**src/shs_pkg.sv**
```systemverilog
`timescale 1ns / 1ps

package shs_pkg;

   localparam int POSITION_BITS_DEFAULT = 32;
   localparam int CSR_INDEX_BITS        = 1;
   localparam int UPC_BITS              = 4;
   localparam int DEGREES_PER_TURN      = 360;

   // floor(x / 360) = floor((x >> 3) * RECIP_45 / 2**RECIP_SHIFT) for x below 2**31
   localparam int          RECIP_SHIFT = 34;
   localparam logic [28:0] RECIP_45    = 29'd381774871;

   // commands
   localparam logic [2:0] CMD_RUN        = 3'd0;
   localparam logic [2:0] CMD_SET_DIR    = 3'd1;
   localparam logic [2:0] CMD_SET_STEPS  = 3'd2;
   localparam logic [2:0] CMD_SET_ANGLE  = 3'd3;
   localparam logic [2:0] CMD_RETURN     = 3'd4;
   localparam logic [2:0] CMD_REWIND     = 3'd5;
   localparam logic [2:0] CMD_SET_ORIGIN = 3'd6;

   // directions
   localparam logic [1:0] DIR_CW   = 2'd0;
   localparam logic [1:0] DIR_CCW  = 2'd1;
   localparam logic [1:0] DIR_STOP = 2'd2;

   // configuration register indexes
   localparam logic [CSR_INDEX_BITS-1:0] CSR_STEPS_PER_TURN = 1'd0;
   localparam logic [CSR_INDEX_BITS-1:0] CSR_PHASE_HOLD     = 1'd1;

   // datapath operations
   localparam logic [3:0] OP_NOP        = 4'd0;
   localparam logic [3:0] OP_RUN_UPD    = 4'd1;
   localparam logic [3:0] OP_EMIT       = 4'd2;
   localparam logic [3:0] OP_SET_DIR    = 4'd3;
   localparam logic [3:0] OP_SET_STEPS  = 4'd4;
   localparam logic [3:0] OP_MUL        = 4'd5;
   localparam logic [3:0] OP_DIV_ANGLE  = 4'd6;
   localparam logic [3:0] OP_DIV_POS    = 4'd7;
   localparam logic [3:0] OP_DIV_STEP   = 4'd8;
   localparam logic [3:0] OP_ANGLE_WB   = 4'd9;
   localparam logic [3:0] OP_AIM_REM    = 4'd10;
   localparam logic [3:0] OP_AIM_ABS    = 4'd11;
   localparam logic [3:0] OP_ORIGIN     = 4'd12;
   localparam logic [3:0] OP_RECIP_360  = 4'd13;

   // sequencing conditions
   localparam logic [2:0] CJ_NEXT       = 3'd0;
   localparam logic [2:0] CJ_JUMP       = 3'd1;
   localparam logic [2:0] CJ_DISPATCH   = 3'd2;
   localparam logic [2:0] CJ_ANGLE_ZERO = 3'd3;
   localparam logic [2:0] CJ_SPT_ZERO   = 3'd4;
   localparam logic [2:0] CJ_DIV_DONE   = 3'd5;
   localparam logic [2:0] CJ_EMIT_DONE  = 3'd6;

   // microcode addresses
   localparam logic [UPC_BITS-1:0] UA_FETCH     = 4'd0;
   localparam logic [UPC_BITS-1:0] UA_RUN       = 4'd1;
   localparam logic [UPC_BITS-1:0] UA_EMIT      = 4'd2;
   localparam logic [UPC_BITS-1:0] UA_SET_DIR   = 4'd3;
   localparam logic [UPC_BITS-1:0] UA_SET_STEPS = 4'd4;
   localparam logic [UPC_BITS-1:0] UA_ANGLE     = 4'd5;
   localparam logic [UPC_BITS-1:0] UA_MUL       = 4'd6;
   localparam logic [UPC_BITS-1:0] UA_DIV_A     = 4'd7;
   localparam logic [UPC_BITS-1:0] UA_RECIP_A   = 4'd8;
   localparam logic [UPC_BITS-1:0] UA_ANGLE_WB  = 4'd9;
   localparam logic [UPC_BITS-1:0] UA_RETURN    = 4'd10;
   localparam logic [UPC_BITS-1:0] UA_DIV_P     = 4'd11;
   localparam logic [UPC_BITS-1:0] UA_STEP_P    = 4'd12;
   localparam logic [UPC_BITS-1:0] UA_AIM_REM   = 4'd13;
   localparam logic [UPC_BITS-1:0] UA_REWIND    = 4'd14;
   localparam logic [UPC_BITS-1:0] UA_ORIGIN    = 4'd15;

   typedef struct packed {
      logic [2:0]         cmd;
      logic [1:0]         direction;
      logic signed [31:0] step_count;
      logic signed [15:0] angle_deg;
   } req_type;

   typedef struct packed {
      logic [3:0]         coils;
      logic [15:0]        hold_ms;
      logic signed [31:0] position;
      logic               last;
   } rsp_type;

   typedef struct packed {
      logic [3:0]          op;
      logic [2:0]          cond;
      logic [UPC_BITS-1:0] target;
   } ucode_type;

   function automatic ucode_type ucode_rom(input logic [UPC_BITS-1:0] addr);
      ucode_type w;
      begin
         unique case (addr)
            UA_FETCH:     w = '{OP_NOP,       CJ_DISPATCH,   UA_FETCH};
            UA_RUN:       w = '{OP_RUN_UPD,   CJ_NEXT,       UA_FETCH};
            UA_EMIT:      w = '{OP_EMIT,      CJ_EMIT_DONE,  UA_FETCH};
            UA_SET_DIR:   w = '{OP_SET_DIR,   CJ_JUMP,       UA_FETCH};
            UA_SET_STEPS: w = '{OP_SET_STEPS, CJ_JUMP,       UA_FETCH};
            UA_ANGLE:     w = '{OP_NOP,       CJ_ANGLE_ZERO, UA_FETCH};
            UA_MUL:       w = '{OP_MUL,       CJ_NEXT,       UA_FETCH};
            UA_DIV_A:     w = '{OP_DIV_ANGLE, CJ_NEXT,       UA_FETCH};
            UA_RECIP_A:   w = '{OP_RECIP_360, CJ_NEXT,       UA_FETCH};
            UA_ANGLE_WB:  w = '{OP_ANGLE_WB,  CJ_JUMP,       UA_FETCH};
            UA_RETURN:    w = '{OP_NOP,       CJ_SPT_ZERO,   UA_REWIND};
            UA_DIV_P:     w = '{OP_DIV_POS,   CJ_NEXT,       UA_FETCH};
            UA_STEP_P:    w = '{OP_DIV_STEP,  CJ_DIV_DONE,   UA_FETCH};
            UA_AIM_REM:   w = '{OP_AIM_REM,   CJ_JUMP,       UA_FETCH};
            UA_REWIND:    w = '{OP_AIM_ABS,   CJ_JUMP,       UA_FETCH};
            UA_ORIGIN:    w = '{OP_ORIGIN,    CJ_JUMP,       UA_FETCH};
            default:      w = '{OP_NOP,       CJ_JUMP,       UA_FETCH};
         endcase
         return w;
      end
   endfunction

   function automatic logic [UPC_BITS-1:0] cmd_entry(input logic [2:0] cmd);
      logic [UPC_BITS-1:0] a;
      begin
         unique case (cmd)
            CMD_RUN:        a = UA_RUN;
            CMD_SET_DIR:    a = UA_SET_DIR;
            CMD_SET_STEPS:  a = UA_SET_STEPS;
            CMD_SET_ANGLE:  a = UA_ANGLE;
            CMD_RETURN:     a = UA_RETURN;
            CMD_REWIND:     a = UA_REWIND;
            CMD_SET_ORIGIN: a = UA_ORIGIN;
            default:        a = UA_FETCH;
         endcase
         return a;
      end
   endfunction

   // half-step coil patterns
   function automatic logic [3:0] coil_pattern(input logic ccw, input logic [2:0] phase);
      logic [3:0] p;
      logic [2:0] k;
      begin
         k = ccw ? 3'(3'd7 - phase) : phase;
         case (k)
            3'd0:    p = 4'h9;
            3'd1:    p = 4'h1;
            3'd2:    p = 4'h3;
            3'd3:    p = 4'h2;
            3'd4:    p = 4'h6;
            3'd5:    p = 4'h4;
            3'd6:    p = 4'hC;
            default: p = 4'h8;
         endcase
         return p;
      end
   endfunction

endpackage

```
**src/stepper_half_step_sequencer.sv**
```systemverilog
`timescale 1ns / 1ps
// channel | direction | payload              | accepted when
// req     | in        | cmd, direction, ...  | req_valid && req_ready
// rsp     | out       | coils, hold_ms, ...  | rsp_valid && rsp_ready
// csr     | in        | index, data          | csr_valid (always ready)
// A command is taken only at the fetch step.
// Run: 8 drive patterns or 1 all-off pattern; output stalls hold the emit step.
// Set angle: skipped for a zero angle. Return: serial remainder by the turn length,
// or rewind with a zero turn length. Unused code: back to fetch.
// Reset is synchronous, with no clearing pass. A held rsp_ready stalls
// the emit step; the last pattern waits in the output register.

module stepper_half_step_sequencer #(
   parameter int POSITION_BITS = shs_pkg::POSITION_BITS_DEFAULT
) (
   input  logic                                clock,
   input  logic                                reset,
   input  logic                                req_valid,
   output logic                                req_ready,
   input  shs_pkg::req_type                    req_data,
   output logic                                rsp_valid,
   input  logic                                rsp_ready,
   output shs_pkg::rsp_type                    rsp_data,
   input  logic                                csr_valid,
   output logic                                csr_ready,
   input  logic [shs_pkg::CSR_INDEX_BITS-1:0]  csr_index,
   input  logic [15:0]                         csr_data
);
   import shs_pkg::*;

   localparam int DIV_BITS = (POSITION_BITS > 32) ? POSITION_BITS : 32;
   localparam int CNT_BITS = $clog2(DIV_BITS + 1);

   // control
   logic [UPC_BITS-1:0] upc_ff, upc_in;
   ucode_type           cw;
   logic                emit_fire;

   // architectural state
   logic [15:0]              spt_ff, spt_in;
   logic [15:0]              hold_ff, hold_in;
   logic [1:0]               dir_ff, dir_in;
   logic [31:0]              target_ff, target_in;
   logic [31:0]              done_ff, done_in;
   logic                     halted_ff, halted_in;
   logic [POSITION_BITS-1:0] pos_ff, pos_in;

   // datapath registers
   req_type              item_ff, item_in;
   logic                 drive_ff, drive_in;
   logic                 ccw_ff, ccw_in;
   logic [2:0]           phase_ff, phase_in;
   logic signed [32:0]   prod_ff, prod_in;
   logic [DIV_BITS-1:0]  quo_ff, quo_in;
   logic [16:0]          rem_ff, rem_in;
   logic [15:0]          den_ff, den_in;
   logic [CNT_BITS-1:0]  cnt_ff, cnt_in;
   logic                 rsp_valid_ff, rsp_valid_in;
   rsp_type              rsp_ff, rsp_in;

   // helpers
   logic                     pos_neg;
   logic [POSITION_BITS-1:0] pos_mag;
   logic signed [63:0]       pos_wide;
   logic [31:0]              pos_out;
   logic                     moving;
   logic [31:0]              done_next;
   logic signed [32:0]       ang_ext, spt_ext;
   logic [31:0]              prod_mag;
   logic [16:0]              div_trial;
   logic [16:0]              div_diff;
   logic [31:0]              quo_low;
   logic [57:0]              recip_prod;

   assign cw        = ucode_rom(upc_ff);
   assign req_ready = (upc_ff == UA_FETCH);
   assign csr_ready = 1'b1;
   assign rsp_valid = rsp_valid_ff;
   assign rsp_data  = rsp_ff;

   assign pos_neg  = pos_ff[POSITION_BITS-1];
   assign pos_mag  = pos_neg ? POSITION_BITS'(-pos_ff) : pos_ff;
   assign pos_wide = 64'($signed(pos_ff));
   assign pos_out  = pos_wide[31:0];
   assign moving   = !halted_ff && (dir_ff == DIR_CW || dir_ff == DIR_CCW);
   assign done_next = (target_ff != 32'd0 && $signed(done_ff) < $signed(target_ff))
                      ? 32'(done_ff + 32'd1) : done_ff;
   assign ang_ext  = 33'(item_ff.angle_deg);
   assign spt_ext  = $signed(33'({1'b0, spt_ff}));
   assign prod_mag = prod_ff[32] ? 32'(-prod_ff) : prod_ff[31:0];
   assign div_trial = {rem_ff[15:0], quo_ff[DIV_BITS-1]};
   assign div_diff  = 17'(div_trial - {1'b0, den_ff});
   assign quo_low   = quo_ff[31:0];
   // 360 = 8 * 45: drop three bits, then multiply by the reciprocal of 45
   assign recip_prod = 58'(quo_low[31:3]) * 58'(RECIP_45);
   assign emit_fire = (cw.op == OP_EMIT) && (!rsp_valid_ff || rsp_ready);

   // sequencer
   always_comb begin
      upc_in = upc_ff;
      case (cw.cond)
         CJ_NEXT:       upc_in = UPC_BITS'(upc_ff + 1'b1);
         CJ_JUMP:       upc_in = cw.target;
         CJ_DISPATCH: begin
            if (req_valid) upc_in = cmd_entry(req_data.cmd);
         end
         CJ_ANGLE_ZERO: upc_in = (item_ff.angle_deg == 16'sd0) ? cw.target
                                                               : UPC_BITS'(upc_ff + 1'b1);
         CJ_SPT_ZERO:   upc_in = (spt_ff == 16'd0) ? cw.target : UPC_BITS'(upc_ff + 1'b1);
         CJ_DIV_DONE: begin
            if (cnt_ff == CNT_BITS'(1)) upc_in = UPC_BITS'(upc_ff + 1'b1);
         end
         CJ_EMIT_DONE: begin
            if (emit_fire && (!drive_ff || phase_ff == 3'd7)) upc_in = cw.target;
         end
         default:       upc_in = UA_FETCH;
      endcase
   end

   // datapath
   always_comb begin
      spt_in       = spt_ff;
      hold_in      = hold_ff;
      dir_in       = dir_ff;
      target_in    = target_ff;
      done_in      = done_ff;
      halted_in    = halted_ff;
      pos_in       = pos_ff;
      item_in      = item_ff;
      drive_in     = drive_ff;
      ccw_in       = ccw_ff;
      phase_in     = phase_ff;
      prod_in      = prod_ff;
      quo_in       = quo_ff;
      rem_in       = rem_ff;
      den_in       = den_ff;
      cnt_in       = cnt_ff;
      rsp_in       = rsp_ff;
      rsp_valid_in = rsp_valid_ff;

      if (rsp_valid_ff && rsp_ready) rsp_valid_in = 1'b0;

      if (csr_valid) begin
         unique case (csr_index)
            CSR_STEPS_PER_TURN: spt_in  = csr_data;
            CSR_PHASE_HOLD:     hold_in = csr_data;
            default:            ;
         endcase
      end

      if (req_valid && req_ready) item_in = req_data;

      unique case (cw.op) inside
         OP_NOP: ;
         OP_RUN_UPD: begin
            drive_in = moving;
            ccw_in   = (dir_ff == DIR_CCW);
            phase_in = 3'd0;
            if (moving) begin
               pos_in = (dir_ff == DIR_CCW) ? POSITION_BITS'(pos_ff - 1'b1)
                                            : POSITION_BITS'(pos_ff + 1'b1);
            end
            done_in = done_next;
            if (target_ff != 32'd0 && $signed(done_next) >= $signed(target_ff))
               halted_in = 1'b1;
         end
         OP_EMIT: begin
            if (emit_fire) begin
               rsp_valid_in     = 1'b1;
               rsp_in.coils     = drive_ff ? coil_pattern(ccw_ff, phase_ff) : 4'h0;
               rsp_in.hold_ms   = drive_ff ? hold_ff : 16'd0;
               rsp_in.position  = $signed(pos_out);
               rsp_in.last      = !drive_ff || phase_ff == 3'd7;
               phase_in         = 3'(phase_ff + 1'b1);
            end
         end
         OP_SET_DIR: begin
            dir_in = (item_ff.direction > DIR_STOP) ? DIR_STOP : item_ff.direction;
         end
         OP_SET_STEPS: begin
            target_in = item_ff.step_count;
            done_in   = 32'd0;
            halted_in = 1'b0;
         end
         OP_MUL: prod_in = ang_ext * spt_ext;
         OP_DIV_ANGLE: quo_in = DIV_BITS'(prod_mag);
         OP_RECIP_360: quo_in = DIV_BITS'(recip_prod[57:RECIP_SHIFT]);
         OP_DIV_POS: begin
            quo_in = DIV_BITS'(pos_mag);
            rem_in = 17'd0;
            den_in = spt_ff;
            cnt_in = CNT_BITS'(DIV_BITS);
         end
         OP_DIV_STEP: begin
            // restoring division, one quotient bit per cycle
            if (div_trial >= {1'b0, den_ff}) begin
               rem_in = div_diff;
               quo_in = {quo_ff[DIV_BITS-2:0], 1'b1};
            end else begin
               rem_in = div_trial;
               quo_in = {quo_ff[DIV_BITS-2:0], 1'b0};
            end
            cnt_in = CNT_BITS'(cnt_ff - 1'b1);
         end
         OP_ANGLE_WB: begin
            target_in = prod_ff[32] ? 32'(-quo_low) : quo_low;
            done_in   = 32'd0;
            halted_in = 1'b0;
         end
         OP_AIM_REM, OP_AIM_ABS: begin
            if (pos_ff == '0)  dir_in = DIR_STOP;
            else if (pos_neg)  dir_in = DIR_CW;
            else               dir_in = DIR_CCW;
            if (cw.op == OP_AIM_REM) target_in = 32'({16'd0, rem_ff[15:0]} - 32'd1);
            else                     target_in = 32'(DIV_BITS'(pos_mag) - 1'b1);
            done_in   = 32'd0;
            halted_in = 1'b0;
         end
         OP_ORIGIN: pos_in = '0;
         default: ;
      endcase
   end

   always_ff @(posedge clock) begin
      if (reset) begin
         upc_ff       <= UA_FETCH;
         spt_ff       <= 16'd512;
         hold_ff      <= 16'd1;
         dir_ff       <= DIR_CW;
         target_ff    <= 32'd0;
         done_ff      <= 32'd0;
         halted_ff    <= 1'b0;
         pos_ff       <= '0;
         rsp_valid_ff <= 1'b0;
      end else begin
         upc_ff       <= upc_in;
         spt_ff       <= spt_in;
         hold_ff      <= hold_in;
         dir_ff       <= dir_in;
         target_ff    <= target_in;
         done_ff      <= done_in;
         halted_ff    <= halted_in;
         pos_ff       <= pos_in;
         rsp_valid_ff <= rsp_valid_in;
      end
   end

   always_ff @(posedge clock) begin
      item_ff  <= item_in;
      drive_ff <= drive_in;
      ccw_ff   <= ccw_in;
      phase_ff <= phase_in;
      prod_ff  <= prod_in;
      quo_ff   <= quo_in;
      rem_ff   <= rem_in;
      den_ff   <= den_in;
      cnt_ff   <= cnt_in;
      rsp_ff   <= rsp_in;
   end

endmodule

```
**config.mk**
```make
export PLATFORM = sky130hd
export DESIGN_NAME = stepper_half_step_sequencer
export DESIGN_NICKNAME = d
export VERILOG_FILES = /design/src/shs_pkg.sv /design/src/stepper_half_step_sequencer.sv
export SDC_FILE = /design/constraint.sdc
export NUM_CORES = 2
export LEC_CHECK = 0
export BUFFER_PORTS_ARGS = -buffer_cell sky130_fd_sc_hd__buf_2
export CORE_ASPECT_RATIO = 0.6
export CORE_MARGIN = 3
export CORE_UTILIZATION = 60
export CTS_CLUSTER_SIZE = 14
export DETAILED_ROUTE_END_ITERATION = 10
export PLACE_DENSITY = 0.78
export SLEW_MARGIN = 0
export SYNTH_ARGS = -nofsm -noshare
export SYNTH_HDL_FRONTEND = slang
export SYNTH_SLANG_ARGS = --single-unit
```
**constraint.sdc**
```tcl
create_clock -name clock -period 9.9 [get_ports clock]
set_input_delay 1.98 -clock clock [delete_from_list [all_inputs] [get_ports clock]]
set_output_delay 1.98 -clock clock [all_outputs]
set_load 0.005 [all_outputs]
```
; ---- After elaboration in Yosys (flattened, before gate mapping)
; Memory sizes are Yosys's and may differ from the RTL's. A register that Yosys moved wholly into a read port is not among the register bits.
; Index checks and enable logic that the tools add are counted.
[word_totals]
reg_bits = 347
romBits = 160
inputBits = 75
mem_count = 1
[op_classes]
add_sub_neg = 13
multipliers = 2
magnitude_cmp = 4
n_eq_ne = 40
muxes = 37
bitwise_logic = 1
n_reduce_logical = 38
[mem_list]
columns = memory, words, word_bits, read_ports, rd_clocked_by_memory_dff, write_ports, line
row1 = (name not given), 16, 10, 1, 1, 0, shs_pkg.sv:98  ; unique case (addr)
[ops]
columns = op, count
row1 = 32-bit 2-to-1 mux, 7
row2 = 32-bit case mux with 2 select lines, 2
row3 = 32-bit case mux with 4 select lines, 1
row4 = 32-bit negation, 3
row5 = 32-bit case mux with 3 select lines, 1
row6 = 4-bit case mux with 7 select lines, 3
row7 = "32-bit by 1-bit adder with 32-bit output, second input constant", 2
row8 = "32-bit by 1-bit subtractor with 32-bit output, second input constant", 2
row9 = "29-bit by 29-bit multiplier with 58-bit output, second input constant", 1
row10 = 16-bit by 17-bit multiplier with 33-bit output, 1
row11 = 32-bit greater-or-equal comparator, 1
row12 = 16-bit zero test, 2
row13 = 32-bit zero test, 1
row14 = 32-bit < comparator, 1
row15 = 16-bit case mux with 2 select lines, 1
row16 = 32-bit nonzero test, 1
row17 = "3-bit == test, second input constant", 10
row18 = 4-bit 2-to-1 mux, 7
row19 = "4-bit == test, second input constant", 6
row20 = "3-bit by 2-bit == test with 1-bit output, second input constant", 6
row21 = 17-bit by 16-bit greater-or-equal comparator with 1-bit output, 1
row22 = "16-bit by 1-bit subtractor with 17-bit output, second input constant", 1
row23 = "4-bit by 3-bit == test with 1-bit output, second input constant", 4
row24 = 16-bit 2-to-1 mux, 1
row25 = other kinds (34), 69

; ---- Logic depth before layout (Yosys ltp)
[depth]
ltp_word = 8
mapped_depth = 25
mapped_depth_nobuf = 25

; ---- Worst setup path after synthesis
; OpenSTA, ideal clock, no wires.
[synth_path]
path_kind = register -> register
start = register quo_ff[18]
end = register quo_ff[23], data pin
setup_ns = 0.261
arrival_ns = 6.860
required_ns = 9.639
path_slack_ns = 2.779
path_stages_with_launch = 24
n_path_buf = 0
synth_period_minus_slack_ns = 7.121
cell_sequence = edfxtp_1 > ha_1 > fa_1 > inv_1 > fa_1 > inv_1 > fa_1 > fa_1 > fa_1 > fa_1 > inv_1 > fa_1 > inv_1 > ha_1 > inv_1 > nor3_1 > nand2_1 > nor2_1 > nand4_1 > nand2_1 > a22oi_1 > o32ai_1 > a21oi_1 > a311o_1
[synth_between]
elab_chain_cells = 2
[synth_rtl]
columns = element, line
row1 = from (decl), stepper_half_step_sequencer.sv:54  ; logic [DIV_BITS-1:0] quo_ff, quo_in;
row2 = from (signal assigned), stepper_half_step_sequencer.sv:254  ; quo_ff <= quo_in;
row3 = 29-bit by 29-bit multiplier with 58-bit output, stepper_half_step_sequencer.sv:95  ; assign recip_prod = 58'(quo_low[31:3]) * 58'(RECIP_45);
row4 = 32-bit case mux with 4 select lines, stepper_half_step_sequencer.sv:153  ; unique case (cw.op) inside
row5 = named net quo_in[23], stepper_half_step_sequencer.sv:54
; The timed path passes the listed nets, and every way through them passes these cells.
; A chain may end at the register's enable or synchronous reset.

; ---- Worst setup path in the final report
[layout_path]
start = register quo_ff[7]
end = register quo_ff[23], data pin
; The elaborated chain is that of the path after synthesis.

==> flow_summary.json <==
{
  "slew_headroom": 0.150,
  "core_area_sq_um": 70800,
  "grt_pass1_wl_um": 201000,
  "r2r_cells": 24,
  "r2r_setup_slack_ns": 0.58,
  "min_to": "hold_ff[15]$_SDFFE_PP0P_",
  "fin_crit_sh": 0.941,
  "synth_edf_count": 211,
  "ys_ff_latch": 355,
  "die_w_um": 353,
  "synthArstFlopShare": 0,
  "avgSynthCellArea_sq_um": 9.34,
  "hold_class": "register to register",
  "cp-start-kind": "register",
  "hold_viol": 0,
  "max_stage_delay_ns": 1.01,
  "post-cts-setup-buffer-count": 0,
  "drc": 0,
  "r2r_start": "quo_ff[7]$_DFFE_PP_",
  "drv_cap": 0,
  "routed-via-count": 35100,
  "grt_pass1_vias": 33000,
  "dieArea_sq_um": 75700,
  "io_buffers": 129,
  "ys_seq_area_frac": 0.212,
  "skew_ns": 0.0320,
  "drive_above_1_share": 0.0580,
  "worst_pin_slew_ns": 1.27,
  "start_util": 0.613,
  "crit_arrival_ns": 9.65,
  "synth_top_area_cell": "fa_1",
  "clk_latency_ns": 0.60,
  "rows": 75,
  "crit_chain": "ha_1 -> xor2_1 -> ha_1 -> nor2_1 -> fa_1 -> fa_1 -> fa_1 -> inv_1 -> fa_1 -> inv_1 -> fa_1 -> inv_1 -> ha_1 -> ha_1 -> nand3_1 -> nor3_1 -> nand2_1 -> nor2_1 -> nand4_1 -> nand2_1 -> a22oi_1 -> o32ai_1 -> a21oi_1 -> a311o_1",
  "crit_family": "adder cells",
  "worst-path-buf-inv": 3,
  "antenna_found_initial": 3,
  "numCtsBuffers": 38,
  "synth_top_area_frac": 0.223,
  "rsz0062_at_grt": "no",
  "cts_sinks": 355,
  "status": "complete, no violations",
  "grt_max_degree": 65,
  "grt-ovfl-total": 0,
  "crit_type": "register to register",
  "cts_tree": "built",
  "endpoint_kind": "register",
  "final_nets": 5826,
  "io_pins": 131,
  "synth.area.top_cells": "fa_1 (22%), ha_1 (16%), edfxtp_1 (15%), inv_1 (7.2%), dfxtp_1 (6.6%)",
  "syn_inst": 4649,
  "place_congestion": 1.07,
  "setup_tns_ns": 0,
  "cp_max_fo": 11,
  "synth_cell_types": 82,
  "clk_root_buffer_cell": "clkbuf_16",
  "track_usage": 0.345,
  "fmax_ghz": 0.107,
  "clock_path_buffers": 3,
  "maxSlewViolCount": 0,
  "setup_violations": 0,
  "synth_top_flop_cell": "edfxtp_1",
  "ctsHoldBuffers": 0,
  "syn_area_sq_um": 43400,
  "ys.warnings.count": 0,
  "cts-resized-gates": 0,
  "reg2reg_to": "quo_ff[23]$_DFFE_PP_",
  "avgViaCountPerCell": 6.16,
  "hpwl_um": 109000,
  "drt-initial-drc-count": 4844,
  "htreeDepth": 2,
  "min_from": "hold_ff[15]$_SDFFE_PP0P_",
  "firstDrtPassIters": 6,
  "path_common_cell": "fa_1",
  "clk_pin_slew_ns": 0.07,
  "drtAntennaViolNets": 0,
  "wl_per_cell_um": 23.2,
  "fillers": 5753,
  "area_growth_pct": 6.60,
  "fp.dieH_um": 214,
  "syn_nets": 5779,
  "cp_slowest_cell": "o32ai_1",
  "hold-path-cell-count": 2,
  "min_period_ns": 9.32,
  "required_ns": 10.23,
  "finalWirelength_um": 132000
}
==> registers in the layout, indices dropped and copies added (netlist names), 32 cells and up <==
register and cells:
done_ff 32, item_ff 34, pos_ff 32, prod_ff 33, quo_ff 32, rsp_data 53
target_ff 32
==> stage by stage <==
| stage | hold slack [ns] | worst slack, ns | cell area, sq um | util | cells |
|---|---|---|---|---|---|
| final | 0.451 | 0.580 | 46300 | 0.654 | 5689 |
| after global routing | 0.474 | 0.401 | 46300 | 0.654 | 5688 |
| after global placement | 0.438 | 1.25 | 45000 | 0.636 | 5618 |
| after CTS | 0.452 | 1.02 | 46300 | 0.654 | 5688 |
| after floorplan | 0.406 | 2.78 | 43400 | - | 4649 |
| after detailed placement | 0.443 | 1.05 | 45000 | 0.636 | 5618 |
==> cell families (layout without fill, tap and decap cells) <==
kind of cell | Yosys count | after routing | synth area share
other | 1 | 2 | 0.0000864
adder cells (fa/ha/maj) | 1055 | 1055 | 0.388
buffers and inverters | 991 | 1068 | 0.0859
AO/OA/AOI/OAI | 824 | 824 | 0.126
AND/OR/NAND/NOR | 1147 | 1147 | 0.131
flip-flops | 355 | 355 | 0.212
multiplexers | 28 | 28 | 0.00654
XOR/XNOR | 248 | 248 | 0.0502
==> placed cells by master, fill, tap and decap left out, drive strengths merged, types with 30 or more instances in the layout <==
cell    instances
a31oi          47
nor3           54
and2          153
o21ai         184
nand2         389
inv           836
o31ai          39
nor4           30
or3            33
fa            483
xnor2         164
nor2b          33
nand2b         66
nor2          192
a21oi         187
a221oi         47
dfxtp         144
nand4          45
ha            572
clkbuf         51
edfxtp        211
xor2           84
nand3          66
a21o           83
buf           168
a211oi         30
==> worst min-delay path, cell delays in order, from the launching register on <==
cell,delay [ns]
dfxtp_1,0.31
nand2_1,0.05
a21oi_1,0.05
==> area by class of cell <==
| class | count | area, sq um | area share |
|---|---|---|---|
| diodes | 1 | 2.50 | 0.0000541 |
| flip-flops and latches | 355 | 9220 | 0.199 |
| clock buffers | 51 | 1070 | 0.0232 |
| multi-input cells | 3303 | 30500 | 0.659 |
| clock inverters | 19 | 216 | 0.00468 |
| well taps | 962 | 1200 | 0.0260 |
| inverters | 830 | 3120 | 0.0673 |
| repair buffers | 168 | 941 | 0.0203 |
==> Yosys cell counts, types with 29 or more instances <==
cell	n
nand4_1	45
nor2_1	192
o21ai_0	178
nand3_1	66
edfxtp_1	211
a221oi_1	47
nor4_1	29
o31ai_1	38
xor2_1	83
dfxtp_1	144
a21o_1	83
nand2_1	389
ha_1	572
a211oi_1	30
nor2b_1	33
fa_1	483
clkbuf_1	148
a31oi_1	47
a21oi_1	186
or3_1	32
xnor2_1	164
and2_1	153
nor3_1	52
inv_1	830
nand2b_1	66
==> routing by layer <==
layer / share of wire / vias up / wire length [um] / GRT usage
met5: 0.00038 / - / 50 / 0
met4: 0.015 / 4 / 2040 / 0.0508
met3: 0.17 / 149 / 22600 / 0.158
met2: 0.36 / 2154 / 48000 / 0.422
met1: 0.45 / 17000 / 59300 / 0.551
li1: - / 15700 / - / -
==> how the worst max path moves through the flow <==
stage	start	endpoint	slack [ns]	depth (start not counted)
floorplan	quo_ff[18]$_DFFE_PP_	quo_ff[23]$_DFFE_PP_	2.78	23
global placement	quo_ff[12]$_DFFE_PP_	quo_ff[23]$_DFFE_PP_	1.25	23
detailed placement	quo_ff[7]$_DFFE_PP_	quo_ff[23]$_DFFE_PP_	1.05	24
CTS	quo_ff[7]$_DFFE_PP_	quo_ff[23]$_DFFE_PP_	1.02	24
global route	quo_ff[7]$_DFFE_PP_	quo_ff[23]$_DFFE_PP_	0.40	24
finish	quo_ff[7]$_DFFE_PP_	quo_ff[23]$_DFFE_PP_	0.58	24
Power is left out: the tool's default activity adds up to more than one toggle a clock period on the data nets, which glitch-free logic cannot reach.
